===== config.mk =====
export PLATFORM = sky130hd
export DESIGN_NAME = radio_frame_deframer_crc16_flat
export DESIGN_NICKNAME = d
export VERILOG_FILES = /design/src/sv/rfd_pkg.sv /design/src/sv/rfd_ifs.sv /design/src/sv/radio_frame_deframer_crc16.sv /design/src/sv/rfd_cfg_regs.sv /design/src/sv/rfd_in_reg.sv /design/src/sv/rfd_parser.sv /design/src/flat_wrapper.sv
export SDC_FILE = /design/constraint.sdc
export NUM_CORES = 1
export LEC_CHECK = 0
export CORE_MARGIN = 1
export CORE_UTILIZATION = 55
export CTS_CLUSTER_DIAMETER = 200
export DETAILED_ROUTE_END_ITERATION = 6
export DONT_BUFFER_PORTS = 1
export MAX_ROUTING_LAYER = met4
export PLACE_DENSITY = 0.71
export SLEW_MARGIN = 20
export SYNTH_ARGS = -nofsm -noshare
export SYNTH_HDL_FRONTEND = slang
export SYNTH_SLANG_ARGS = --single-unit

===== constraint.sdc =====
create_clock -name clk_i -period 11.1 [get_ports clk_i]
set_clock_uncertainty 0.1 [all_clocks]
set_input_delay 1.11 -clock clk_i [delete_from_list [all_inputs] [get_ports clk_i]]
set_output_delay 1.11 -clock clk_i [all_outputs]
set_load 0.01 [all_outputs]

===== src/sv/rfd_pkg.sv =====
`default_nettype none

package rfd_pkg;

  localparam int unsigned FAIL_LIMIT = 10;
  localparam int unsigned FailCntW   = 4;

  localparam logic [7:0]  SYNC1_BYTE = 8'h55;
  localparam logic [7:0]  SYNC2_BYTE = 8'hAA;
  localparam logic [7:0]  MIN_LENGTH = 8'd4;
  localparam logic [15:0] CRC_INIT   = 16'hFFFF;
  localparam logic [15:0] CRC_POLY   = 16'hA001;

  localparam logic [7:0]  LAST_POS   = 8'hFF;

  // configuration register indexes
  localparam logic [1:0] CFG_MIN_PACKET_LENGTH = 2'd0;
  localparam logic [1:0] CFG_LENGTH_LIMIT      = 2'd1;
  localparam logic [1:0] CFG_SOURCE_ID         = 2'd2;

  localparam logic [7:0]  RST_MIN_PACKET_LENGTH = 8'd9;
  localparam logic [7:0]  RST_LENGTH_LIMIT      = 8'd29;
  localparam logic [15:0] RST_SOURCE_ID         = 16'd1;

  typedef enum logic [2:0] {
    V_OK        = 3'd0,
    V_SHORT     = 3'd1,
    V_BAD_SYNC1 = 3'd2,
    V_BAD_SYNC2 = 3'd3,
    V_BAD_LEN   = 3'd4,
    V_TRUNC     = 3'd5,
    V_BAD_SRC   = 3'd6,
    V_CRC_BAD   = 3'd7
  } verdict_e;

  typedef struct packed {
    logic [7:0]  min_packet_length;
    logic [7:0]  length_limit;
    logic [15:0] source_id;
  } cfg_t;

  typedef struct packed {
    logic       valid;
    logic [7:0] byte_value;
    logic       last_byte;
  } stage_t;

  // crc16 modbus, one byte, lsb first
  function automatic logic [15:0] crc16_byte(input logic [15:0] crc, input logic [7:0] b);
    logic [15:0] c;
    c = crc ^ {8'h00, b};
    for (int k = 0; k < 8; k++) begin
      if (c[0]) begin
        c = (c >> 1) ^ CRC_POLY;
      end else begin
        c = c >> 1;
      end
    end
    return c;
  endfunction

endpackage

`default_nettype wire


===== src/sv/rfd_ifs.sv =====
`default_nettype none

interface rfd_byte_if;
  logic       valid;
  logic       ready;
  logic [7:0] byte_value;
  logic       last_byte;

  modport source (output valid, output byte_value, output last_byte, input ready);
  modport sink   (input valid, input byte_value, input last_byte, output ready);
endinterface

interface rfd_verdict_if;
  logic       valid;
  logic       ready;
  logic [2:0] verdict;
  logic [7:0] payload_length;
  logic [7:0] frame_type;
  logic [7:0] frame_state;
  logic [7:0] data_first;
  logic [7:0] data_second;
  logic [7:0] data_third;
  logic       fault_alarm;

  modport source (output valid, output verdict, output payload_length, output frame_type,
                  output frame_state, output data_first, output data_second,
                  output data_third, output fault_alarm, input ready);
  modport sink   (input valid, input verdict, input payload_length, input frame_type,
                  input frame_state, input data_first, input data_second,
                  input data_third, input fault_alarm, output ready);
endinterface

`default_nettype wire


===== src/sv/radio_frame_deframer_crc16.sv =====
// Radio frame deframer with CRC16-Modbus check.
// byte_i carries one packet byte per request, last_byte set on the final byte of
// a packet. result_o carries one verdict per packet with the length, type, state
// and first three data bytes, plus a fault alarm after ten short, sync or crc
// failures with no good frame between them.
// Configuration is a plain write port: cfg_we_i, cfg_idx_i (0 min packet length,
// 1 length limit, 2 source id), cfg_wdata_i; write only while the block is idle.
// A byte goes into the input register, then the parser and its crc step update
// the packet state from it; the verdict goes into the result register when the
// parser takes the final byte. Throughput: one byte per cycle with a byte-wise
// crc update, as long as no final byte waits for a full result register.
// When the receiver stalls, the result register holds the verdict; data bytes keep
// flowing and only a further final byte waits for the result register to free.
// Reset clears packet state, the failure count and both valid flags, and loads
// the configuration defaults.
`default_nettype none

module radio_frame_deframer_crc16
  import rfd_pkg::*;
(
  input  wire logic        clk_i,
  input  wire logic        rst_ni,
  rfd_byte_if.sink         byte_i,
  rfd_verdict_if.source    result_o,
  input  wire logic        cfg_we_i,
  input  wire logic [1:0]  cfg_idx_i,
  input  wire logic [15:0] cfg_wdata_i
);

  cfg_t   cfg;
  stage_t stage;
  logic   advance;

  rfd_cfg_regs u_cfg (
    .clk_i       (clk_i),
    .rst_ni      (rst_ni),
    .cfg_we_i    (cfg_we_i),
    .cfg_idx_i   (cfg_idx_i),
    .cfg_wdata_i (cfg_wdata_i),
    .cfg_o       (cfg)
  );

  rfd_in_reg u_in (
    .clk_i     (clk_i),
    .rst_ni    (rst_ni),
    .byte_i    (byte_i),
    .advance_i (advance),
    .stage_o   (stage)
  );

  rfd_parser u_parser (
    .clk_i     (clk_i),
    .rst_ni    (rst_ni),
    .cfg_i     (cfg),
    .stage_i   (stage),
    .advance_o (advance),
    .result_o  (result_o)
  );

  // alarm only on the counted failure kinds
  a_alarm_kind: assert property (@(posedge clk_i) disable iff (!rst_ni)
    (result_o.valid && result_o.fault_alarm) |->
      (result_o.verdict == V_SHORT || result_o.verdict == V_BAD_SYNC1 ||
       result_o.verdict == V_BAD_SYNC2 || result_o.verdict == V_CRC_BAD))
    else $error("fault alarm on a verdict that is not counted");

  // a good frame has a length byte in range
  a_ok_length: assert property (@(posedge clk_i) disable iff (!rst_ni)
    (result_o.valid && result_o.verdict == V_OK) |->
      (result_o.payload_length >= MIN_LENGTH &&
       result_o.payload_length <= cfg.length_limit))
    else $error("ok verdict with length out of range");

  // a length below four must be caught no later than the length check
  a_small_length: assert property (@(posedge clk_i) disable iff (!rst_ni)
    (result_o.valid && result_o.payload_length < MIN_LENGTH) |->
      (result_o.verdict == V_SHORT || result_o.verdict == V_BAD_SYNC1 ||
       result_o.verdict == V_BAD_SYNC2 || result_o.verdict == V_BAD_LEN))
    else $error("small length byte passed the length check");

endmodule

`default_nettype wire


===== src/sv/rfd_cfg_regs.sv =====
`default_nettype none

module rfd_cfg_regs
  import rfd_pkg::*;
(
  input  wire logic        clk_i,
  input  wire logic        rst_ni,
  input  wire logic        cfg_we_i,
  input  wire logic [1:0]  cfg_idx_i,
  input  wire logic [15:0] cfg_wdata_i,
  output cfg_t             cfg_o
);

  cfg_t cfg_q, cfg_d;

  always_comb begin
    cfg_d = cfg_q;
    if (cfg_we_i) begin
      unique case (cfg_idx_i)
        CFG_MIN_PACKET_LENGTH: cfg_d.min_packet_length = cfg_wdata_i[7:0];
        CFG_LENGTH_LIMIT:      cfg_d.length_limit      = cfg_wdata_i[7:0];
        CFG_SOURCE_ID:         cfg_d.source_id         = cfg_wdata_i;
        default:               cfg_d = cfg_q;
      endcase
    end
  end

  always_ff @(posedge clk_i or negedge rst_ni) begin
    if (!rst_ni) begin
      cfg_q.min_packet_length <= RST_MIN_PACKET_LENGTH;
      cfg_q.length_limit      <= RST_LENGTH_LIMIT;
      cfg_q.source_id         <= RST_SOURCE_ID;
    end else begin
      cfg_q <= cfg_d;
    end
  end

  assign cfg_o = cfg_q;

endmodule

`default_nettype wire


===== src/sv/rfd_in_reg.sv =====
`default_nettype none

module rfd_in_reg
  import rfd_pkg::*;
(
  input  wire logic clk_i,
  input  wire logic rst_ni,
  rfd_byte_if.sink  byte_i,
  input  wire logic advance_i,
  output stage_t    stage_o
);

  logic       valid_q;
  logic [7:0] byte_q;
  logic       last_q;
  logic       load;

  assign byte_i.ready = !valid_q || advance_i;
  assign load         = byte_i.valid && byte_i.ready;

  always_ff @(posedge clk_i or negedge rst_ni) begin
    if (!rst_ni) begin
      valid_q <= 1'b0;
    end else if (byte_i.ready) begin
      valid_q <= byte_i.valid;
    end
  end

  always_ff @(posedge clk_i) begin
    if (load) begin
      byte_q <= byte_i.byte_value;
      last_q <= byte_i.last_byte;
    end
  end

  assign stage_o = '{valid: valid_q, byte_value: byte_q, last_byte: last_q};

endmodule

`default_nettype wire


===== src/sv/rfd_parser.sv =====
`default_nettype none

module rfd_parser
  import rfd_pkg::*;
(
  input  wire logic   clk_i,
  input  wire logic   rst_ni,
  input  cfg_t        cfg_i,
  input  stage_t      stage_i,
  output logic        advance_o,
  rfd_verdict_if.source result_o
);

  logic [7:0]          pos_q, pos_d;
  logic [15:0]         crc_q, crc_d;
  logic [7:0]          len_q, len_d;
  logic [4:0][7:0]     fld_q, fld_d;
  logic [15:0]         rcrc_q, rcrc_d;
  logic [2:0]          ferr_q, ferr_d;
  logic [FailCntW-1:0] fail_q, fail_d;

  logic                out_valid_q;
  verdict_e            verdict_d;
  logic                alarm_d;
  logic [7:0]          out_len_q, out_type_q, out_state_q;
  logic [7:0]          out_d1_q, out_d2_q, out_d3_q;
  logic [2:0]          out_verdict_q;
  logic                out_alarm_q;

  logic                fire, emit;
  logic [8:0]          pay_end;
  logic [7:0]          b;
  logic [FailCntW-1:0] fail_inc;

  assign advance_o = !stage_i.last_byte || !out_valid_q || result_o.ready;
  assign fire      = stage_i.valid && advance_o;
  assign emit      = fire && stage_i.last_byte;
  assign b         = stage_i.byte_value;
  assign pay_end   = {1'b0, len_q} + 9'd2;
  assign fail_inc  = fail_q + FailCntW'(1);

  always_comb begin
    pos_d     = pos_q;
    crc_d     = crc_q;
    len_d     = len_q;
    fld_d     = fld_q;
    rcrc_d    = rcrc_q;
    ferr_d    = ferr_q;
    fail_d    = fail_q;
    verdict_d = V_OK;
    alarm_d   = 1'b0;

    if (fire && pos_q != LAST_POS) begin
      pos_d = pos_q + 8'd1;
      if (pos_q == 8'd0) begin
        if (b != SYNC1_BYTE && ferr_q == V_OK) ferr_d = V_BAD_SYNC1;
      end else if (pos_q == 8'd1) begin
        if (b != SYNC2_BYTE && ferr_q == V_OK) ferr_d = V_BAD_SYNC2;
      end else if (pos_q == 8'd2) begin
        len_d = b;
        if ((b < MIN_LENGTH || b > cfg_i.length_limit) && ferr_q == V_OK) ferr_d = V_BAD_LEN;
        crc_d = crc16_byte(crc_q, b);
      end else if ({1'b0, pos_q} <= pay_end) begin
        crc_d = crc16_byte(crc_q, b);
        if (pos_q == 8'd3) begin
          if (b != cfg_i.source_id[15:8] && ferr_q == V_OK) ferr_d = V_BAD_SRC;
        end else if (pos_q == 8'd4) begin
          if (b != cfg_i.source_id[7:0] && ferr_q == V_OK) ferr_d = V_BAD_SRC;
        end else if (pos_q <= 8'd9) begin
          fld_d[3'(pos_q - 8'd5)] = b;
        end
      end else if ({1'b0, pos_q} == pay_end + 9'd1) begin
        rcrc_d = {b, 8'h00};
      end else if ({1'b0, pos_q} == pay_end + 9'd2) begin
        rcrc_d = rcrc_q | {8'h00, b};
      end
    end

    // verdict from the state after this byte
    if (pos_d < cfg_i.min_packet_length) begin
      verdict_d = V_SHORT;
    end else if (ferr_d == V_BAD_SYNC1 || ferr_d == V_BAD_SYNC2 || ferr_d == V_BAD_LEN) begin
      verdict_d = verdict_e'(ferr_d);
    end else if (pos_d < 8'd2) begin
      verdict_d = V_BAD_SYNC2;
    end else if (pos_d < 8'd3) begin
      verdict_d = V_BAD_LEN;
    end else if ({1'b0, pos_d} < {1'b0, len_d} + 9'd5) begin
      verdict_d = V_TRUNC;
    end else if (ferr_d == V_BAD_SRC) begin
      verdict_d = V_BAD_SRC;
    end else if (crc_d != rcrc_d) begin
      verdict_d = V_CRC_BAD;
    end else begin
      verdict_d = V_OK;
    end

    if (emit) begin
      case (verdict_d) inside
        V_OK: fail_d = '0;
        V_SHORT, V_BAD_SYNC1, V_BAD_SYNC2, V_CRC_BAD: begin
          if (fail_inc >= FailCntW'(FAIL_LIMIT)) begin
            alarm_d = 1'b1;
            fail_d  = '0;
          end else begin
            fail_d = fail_inc;
          end
        end
        default: fail_d = fail_q;
      endcase
    end
  end

  always_ff @(posedge clk_i or negedge rst_ni) begin
    if (!rst_ni) begin
      pos_q  <= '0;
      crc_q  <= CRC_INIT;
      len_q  <= '0;
      fld_q  <= '0;
      rcrc_q <= '0;
      ferr_q <= '0;
      fail_q <= '0;
    end else begin
      fail_q <= fail_d;
      if (emit) begin
        pos_q  <= '0;
        crc_q  <= CRC_INIT;
        len_q  <= '0;
        fld_q  <= '0;
        rcrc_q <= '0;
        ferr_q <= '0;
      end else begin
        pos_q  <= pos_d;
        crc_q  <= crc_d;
        len_q  <= len_d;
        fld_q  <= fld_d;
        rcrc_q <= rcrc_d;
        ferr_q <= ferr_d;
      end
    end
  end

  always_ff @(posedge clk_i or negedge rst_ni) begin
    if (!rst_ni) begin
      out_valid_q <= 1'b0;
    end else if (emit) begin
      out_valid_q <= 1'b1;
    end else if (result_o.ready) begin
      out_valid_q <= 1'b0;
    end
  end

  always_ff @(posedge clk_i) begin
    if (emit) begin
      out_verdict_q <= verdict_d;
      out_len_q     <= len_d;
      out_type_q    <= fld_d[0];
      out_state_q   <= fld_d[1];
      out_d1_q      <= fld_d[2];
      out_d2_q      <= fld_d[3];
      out_d3_q      <= fld_d[4];
      out_alarm_q   <= alarm_d;
    end
  end

  assign result_o.valid          = out_valid_q;
  assign result_o.verdict        = out_verdict_q;
  assign result_o.payload_length = out_len_q;
  assign result_o.frame_type     = out_type_q;
  assign result_o.frame_state    = out_state_q;
  assign result_o.data_first     = out_d1_q;
  assign result_o.data_second    = out_d2_q;
  assign result_o.data_third     = out_d3_q;
  assign result_o.fault_alarm    = out_alarm_q;

endmodule

`default_nettype wire


===== src/flat_wrapper.sv =====
// flat-port wrapper written by rule: the top's interface ports become plain ports
module radio_frame_deframer_crc16_flat import rfd_pkg::*;
  (clk_i, rst_ni, cfg_we_i, cfg_idx_i, cfg_wdata_i, byte_i_valid, byte_i_byte_value, byte_i_last_byte, byte_i_ready, result_o_valid, result_o_verdict, result_o_payload_length, result_o_frame_type, result_o_frame_state, result_o_data_first, result_o_data_second, result_o_data_third, result_o_fault_alarm, result_o_ready);
  rfd_byte_if byte_i_i ();
  rfd_verdict_if result_o_i ();
  input  wire logic clk_i;
  input  wire logic rst_ni;
  input  wire logic cfg_we_i;
  input  wire logic [1:0] cfg_idx_i;
  input  wire logic [15:0] cfg_wdata_i;
  input wire logic [$bits(byte_i_i.valid)-1:0] byte_i_valid;
  input wire logic [$bits(byte_i_i.byte_value)-1:0] byte_i_byte_value;
  input wire logic [$bits(byte_i_i.last_byte)-1:0] byte_i_last_byte;
  output wire logic [$bits(byte_i_i.ready)-1:0] byte_i_ready;
  output wire logic [$bits(result_o_i.valid)-1:0] result_o_valid;
  output wire logic [$bits(result_o_i.verdict)-1:0] result_o_verdict;
  output wire logic [$bits(result_o_i.payload_length)-1:0] result_o_payload_length;
  output wire logic [$bits(result_o_i.frame_type)-1:0] result_o_frame_type;
  output wire logic [$bits(result_o_i.frame_state)-1:0] result_o_frame_state;
  output wire logic [$bits(result_o_i.data_first)-1:0] result_o_data_first;
  output wire logic [$bits(result_o_i.data_second)-1:0] result_o_data_second;
  output wire logic [$bits(result_o_i.data_third)-1:0] result_o_data_third;
  output wire logic [$bits(result_o_i.fault_alarm)-1:0] result_o_fault_alarm;
  input wire logic [$bits(result_o_i.ready)-1:0] result_o_ready;
  assign byte_i_i.valid = byte_i_valid;
  assign byte_i_i.byte_value = byte_i_byte_value;
  assign byte_i_i.last_byte = byte_i_last_byte;
  assign byte_i_ready = byte_i_i.ready;
  assign result_o_valid = result_o_i.valid;
  assign result_o_verdict = result_o_i.verdict;
  assign result_o_payload_length = result_o_i.payload_length;
  assign result_o_frame_type = result_o_i.frame_type;
  assign result_o_frame_state = result_o_i.frame_state;
  assign result_o_data_first = result_o_i.data_first;
  assign result_o_data_second = result_o_i.data_second;
  assign result_o_data_third = result_o_i.data_third;
  assign result_o_fault_alarm = result_o_i.fault_alarm;
  assign result_o_i.ready = result_o_ready;
  radio_frame_deframer_crc16 u_core (.clk_i(clk_i), .rst_ni(rst_ni), .byte_i(byte_i_i), .result_o(result_o_i), .cfg_we_i(cfg_we_i), .cfg_idx_i(cfg_idx_i), .cfg_wdata_i(cfg_wdata_i));
endmodule

==> metrics.txt <==
# TYPE chip_impl_metric gauge
chip_impl_info{name="result_of_the_run",value="completed"} 1
chip_impl_metric{name="dp.final_hpwl",unit="mm"} 16.3
chip_impl_info{name="timing.critical_path.from_type",value="register"} 1
chip_impl_info{name="yosysMostFrequentCell",value="sky130_fd_sc_hd__dfrtp_1"} 1
chip_impl_metric{name="nFillCells",unit=""} 1586
chip_impl_metric{name="reg2reg_slack",unit="ns"} 5.27
chip_impl_info{name="grt_setup_unrepaired",value="no"} 1
chip_impl_info{name="synth.cells.most_frequent",value="sky130_fd_sc_hd__dfrtp_1 (106), sky130_fd_sc_hd__nor2_1 (66), sky130_fd_sc_hd__nand2_1 (64), sky130_fd_sc_hd__edfxtp_1 (61), sky130_fd_sc_hd__mux2_2 (58)"} 1
chip_impl_metric{name="ant_nets",unit=""} 0
chip_impl_metric{name="wl_per_cell",unit="um"} 19.6
chip_impl_info{name="setup.worst_path.class",value="reg -> reg"} 1
chip_impl_info{name="cp-endpoint",value="u_core.u_parser.fail_q[3]$_DFFE_PN0P_"} 1
chip_impl_metric{name="groute.usage.overall",unit="%"} 26.6
chip_impl_metric{name="timing_worst_slew_pin_value",unit="ns"} 0.989
chip_impl_metric{name="initial_utilization",unit="%"} 56.6
chip_impl_info{name="cp_slowest_cell",value="sky130_fd_sc_hd__nor3_2"} 1
chip_impl_metric{name="tritoncts_num_sinks",unit=""} 190
chip_impl_metric{name="syn_nets",unit=""} 1057
chip_impl_metric{name="fp.dieArea",unit="sq mm"} 0.0200
chip_impl_metric{name="setup_ws",unit="ns"} 5.27
chip_impl_metric{name="pin_count_of_the_biggest_net_entering_global_routing",unit=""} 130
chip_impl_info{name="end_of_the_worst_register_to_register_path",value="u_core.u_parser.fail_q[3]$_DFFE_PN0P_"} 1
chip_impl_metric{name="synth.lib_cells_used.distinct",unit=""} 90
chip_impl_metric{name="worst-path-max-fanout",unit=""} 13
chip_impl_metric{name="hold_viol_final",unit=""} 0
chip_impl_metric{name="number_of_instances_in_the_synthesized_netlist",unit=""} 984
chip_impl_metric{name="num_antenna_cells",unit=""} 0
chip_impl_metric{name="synth_top_area_share",unit="%"} 24.8
chip_impl_info{name="path_delay_family",value="simple AND/OR/NAND/NOR gates"} 1
chip_impl_metric{name="finalNetCount",unit=""} 1037
chip_impl_info{name="synth_area_leaders",value="sky130_fd_sc_hd__dfrtp_1 (25%), sky130_fd_sc_hd__edfxtp_1 (17%), sky130_fd_sc_hd__mux2_2 (6.1%)"} 1
chip_impl_metric{name="syn_area",unit="sq mm"} 0.0107
chip_impl_metric{name="via_count",unit=""} 7330
chip_impl_info{name="startpoint",value="u_core.u_parser.pos_q[6]$_DFF_PN0_"} 1
chip_impl_metric{name="area_delta_synth_final",unit="%"} 7.39
chip_impl_metric{name="gpl.final_weighted_congestion",unit=""} 0.877
chip_impl_metric{name="grt_remaining_overflow",unit=""} 0
chip_impl_metric{name="period_share",unit="%"} 52.5
chip_impl_metric{name="power_density_cells",unit="mW/mm^2"} 234
chip_impl_metric{name="totalNegativeSetupSlack",unit="ns"} 0
chip_impl_metric{name="drtPass1Iterations",unit=""} 5
chip_impl_info{name="worstHoldPathType",value="in -> async"} 1
chip_impl_metric{name="timing.critical_path.slowest_cell_delay",unit="ns"} 0.82
chip_impl_info{name="synthFlopType",value="sky130_fd_sc_hd__dfrtp_1"} 1
chip_impl_metric{name="io_pins",unit=""} 86
chip_impl_metric{name="synth-edff-count",unit=""} 61
chip_impl_metric{name="ys_warn_count",unit=""} 0
chip_impl_metric{name="initial_antenna_violation_count",unit=""} 0
chip_impl_metric{name="drtIter0Drc",unit=""} 493
chip_impl_metric{name="timing.final.crit_period",unit="ns"} 5.83
chip_impl_metric{name="fraction_of_registers_with_async_set_or_reset_after_synthesis",unit="%"} 67.9
chip_impl_metric{name="total_wirelength",unit="mm"} 24.2
chip_impl_metric{name="tritoncts.num_buffers",unit=""} 17
chip_impl_metric{name="max-vdd-ir-drop",unit="uV"} 157
chip_impl_metric{name="cts.clk_slew.worst_paths",unit="ns"} 0.08
chip_impl_metric{name="slew_viol_final",unit=""} 0
chip_impl_info{name="timing.critical_path.cells",value="nor4_4 -> nand3_1 -> nor3_2 -> mux2i_1 -> inv_1 -> ha_1 -> a41oi_1 -> o21ai_0 -> nand2_1 -> xnor2_1 -> ha_1 -> nand4_1 -> a31o_2 -> a32oi_1 -> nand2_1 -> or3_1 -> inv_1 -> nor2_1 -> nor2_2 -> mux2i_1"} 1
chip_impl_metric{name="vias_per_cell",unit=""} 5.93
chip_impl_metric{name="worstPathBufferInverterCount",unit=""} 2
chip_impl_info{name="yosys.area.top_type",value="sky130_fd_sc_hd__dfrtp_1"} 1
chip_impl_metric{name="static-leakage-power",unit="nW"} 4.76
chip_impl_info{name="tritoncts_clock_tree",value="built"} 1
chip_impl_metric{name="preCtsSetupSlack",unit="ns"} 5.22
chip_impl_metric{name="multiInputGateArea",unit="sq mm"} 0.00519
chip_impl_metric{name="synth.avg_cell_area",unit="sq um"} 10.9
chip_impl_info{name="clk_root_buffer_cell",value="sky130_fd_sc_hd__clkbuf_16"} 1
chip_impl_metric{name="achievable-frequency",unit="MHz"} 171
chip_impl_metric{name="fraction_of_layout_cells_with_a_size_suffix_above_1",unit="%"} 16.2
chip_impl_metric{name="sequential_cell_area",unit="sq mm"} 0.00509
chip_impl_metric{name="cts_hold_buf",unit=""} 0
chip_impl_metric{name="die_width",unit="um"} 141
chip_impl_metric{name="sequential_area_share_after_synthesis",unit="%"} 47.6
chip_impl_metric{name="grt_pass1_wl",unit="mm"} 39.2
chip_impl_metric{name="setup-violations-final",unit=""} 0
chip_impl_metric{name="crit_required",unit="ns"} 11.37
chip_impl_metric{name="maxCapViolCount",unit=""} 0
chip_impl_metric{name="drc",unit=""} 0
chip_impl_metric{name="post_cts.repair.setup_buffers",unit=""} 0
chip_impl_metric{name="synthesis_stage_register_bit_count",unit=""} 190
chip_impl_metric{name="placeableCoreArea",unit="sq mm"} 0.0189
chip_impl_info{name="critical_path_end_type",value="register"} 1
chip_impl_metric{name="timing.critical_path.depth",unit=""} 20
chip_impl_metric{name="die_h",unit="um"} 141
chip_impl_metric{name="placement.io_buffers",unit=""} 0
chip_impl_metric{name="worst_skew_pair.late_latency",unit="ns"} 0.44
chip_impl_metric{name="placementRows",unit=""} 50
chip_impl_metric{name="cts_max_path_bufs",unit=""} 2
chip_impl_metric{name="slew-limit-headroom",unit="%"} 33.7
chip_impl_metric{name="ctsHtreeMaxLevel",unit=""} 4
chip_impl_metric{name="worst_ep_arrival_time",unit="ns"} 6.10
chip_impl_info{name="r2r-start",value="u_core.u_parser.pos_q[6]$_DFF_PN0_"} 1
chip_impl_metric{name="vias_in_the_first_global_route",unit=""} 7078
chip_impl_metric{name="post_cts_resized",unit=""} 0
chip_impl_metric{name="rr_worst_depth",unit=""} 20
-- worst register-to-register path: stages, from the launching register on --
cell and delay [ns]:
sky130_fd_sc_hd__dfrtp_1 0.55, sky130_fd_sc_hd__nor4_4 0.50, sky130_fd_sc_hd__nand3_1 0.31, sky130_fd_sc_hd__nor3_2 0.82, sky130_fd_sc_hd__mux2i_1 0.33, sky130_fd_sc_hd__inv_1 0.11, sky130_fd_sc_hd__ha_1 0.25, sky130_fd_sc_hd__a41oi_1 0.18
sky130_fd_sc_hd__o21ai_0 0.18, sky130_fd_sc_hd__nand2_1 0.15, sky130_fd_sc_hd__xnor2_1 0.08, sky130_fd_sc_hd__ha_1 0.32, sky130_fd_sc_hd__nand4_1 0.09, sky130_fd_sc_hd__a31o_2 0.22, sky130_fd_sc_hd__a32oi_1 0.35, sky130_fd_sc_hd__nand2_1 0.16
sky130_fd_sc_hd__or3_1 0.44, sky130_fd_sc_hd__inv_1 0.12, sky130_fd_sc_hd__nor2_1 0.08, sky130_fd_sc_hd__nor2_2 0.23, sky130_fd_sc_hd__mux2i_1 0.20
-- cell type report --
class / count / area share [%]
Sequential cell: 190 / 44.3
Clock buffer: 17 / 3.70
Tap cell: 260 / 2.83
Clock inverter: 15 / 1.86
Timing Repair Buffer: 9 / 0.588
Inverter: 46 / 1.50
Multi-Input combinational cell: 700 / 45.2
-- stage by stage --
step	power [W]	utilization [%]	instance area (sq um)	hold slack [ns]	instances
floorplan	0.00182	-	10700	0.369	984
finish	0.00268	60.8	11500	0.256	1237
detailed placement	0.00202	57.4	10800	0.393	1205
global placement	0.00200	57.4	10800	0.391	1205
global route	0.00285	60.8	11500	0.245	1237
CTS	0.00268	60.8	11500	0.248	1237
-- worst min path at each step --
| stage | start | to | slack, ns | cells past startpoint |
|---|---|---|---|---|
| finish | rst_ni | u_core.u_cfg.cfg_o[5]$_DFFE_PN0P_ | 0.26 | 0 |
| global route | rst_ni | u_core.u_cfg.cfg_o[4]$_DFFE_PN0P_ | 0.24 | 0 |
| CTS | rst_ni | u_core.u_cfg.cfg_o[4]$_DFFE_PN0P_ | 0.25 | 0 |
| detailed placement | u_core.u_cfg.cfg_o[23]$_DFFE_PN0P_ | u_core.u_cfg.cfg_o[23]$_DFFE_PN0P_ | 0.39 | 1 |
| global placement | u_core.u_cfg.cfg_o[21]$_DFFE_PN0P_ | u_core.u_cfg.cfg_o[21]$_DFFE_PN0P_ | 0.39 | 1 |
| floorplan | u_core.u_parser.rcrc_q[6]$_DFF_PN0_ | u_core.u_parser.rcrc_q[6]$_DFF_PN0_ | 0.37 | 2 |
-- state kept, by name, summed over array words and instances (netlist names), 16 cells and up --
signal and flops:
u_core.u_parser.fld_q 40, u_core.u_cfg.cfg_o 32, u_core.u_parser.crc_q 16, u_core.u_parser.rcrc_q 16
-- routing by layer --
| layer | GRT usage (%) | share of wire [%] | up-vias |
|---|---|---|---|
| met4 | 10.2 | 2.4 | 0 |
| met2 | 39.3 | 45 | 213 |
| met5 | - | 0 | - |
| met1 | 36.1 | 46 | 3596 |
| li1 | - | - | 3476 |
| met3 | 5.77 | 6.3 | 45 |
-- cell usage in the layout, fill, tap and decap left out, types with 22 or more instances in the layout --
cell and count:
sky130_fd_sc_hd__a21oi_1 36, sky130_fd_sc_hd__and2_1 51, sky130_fd_sc_hd__dfrtp_1 106, sky130_fd_sc_hd__dfstp_2 23, sky130_fd_sc_hd__edfxtp_1 61, sky130_fd_sc_hd__ha_1 41
sky130_fd_sc_hd__inv_1 45, sky130_fd_sc_hd__mux2_2 58, sky130_fd_sc_hd__mux2i_1 22, sky130_fd_sc_hd__nand2_1 64, sky130_fd_sc_hd__nand3_1 23, sky130_fd_sc_hd__nor2_1 66
sky130_fd_sc_hd__o211ai_1 22, sky130_fd_sc_hd__o21ai_0 29, sky130_fd_sc_hd__xnor2_1 40, sky130_fd_sc_hd__xor2_1 37
-- report_power, final --
group / switching, W / total, W / internal (W)
logic: 0.000597 / 0.00103 / 0.000428
clock network: 0.000305 / 0.000654 / 0.000349
registers: 0.000112 / 0.00101 / 0.000894
-- cells by family (layout without fill, tap and decap cells) --
| family | Yosys count | after routing | share of synthesized area, % |
|---|---|---|---|
| flops | 190 | 190 | 47.6 |
| mux | 80 | 80 | 8.17 |
| compound gates | 172 | 172 | 11.4 |
| xor+xnor | 83 | 83 | 7.46 |
| simple gates | 324 | 324 | 16.6 |
| fa+ha+maj | 41 | 41 | 4.80 |
| buf+inv | 94 | 87 | 3.92 |
Power figures use the tool's default switching activity.
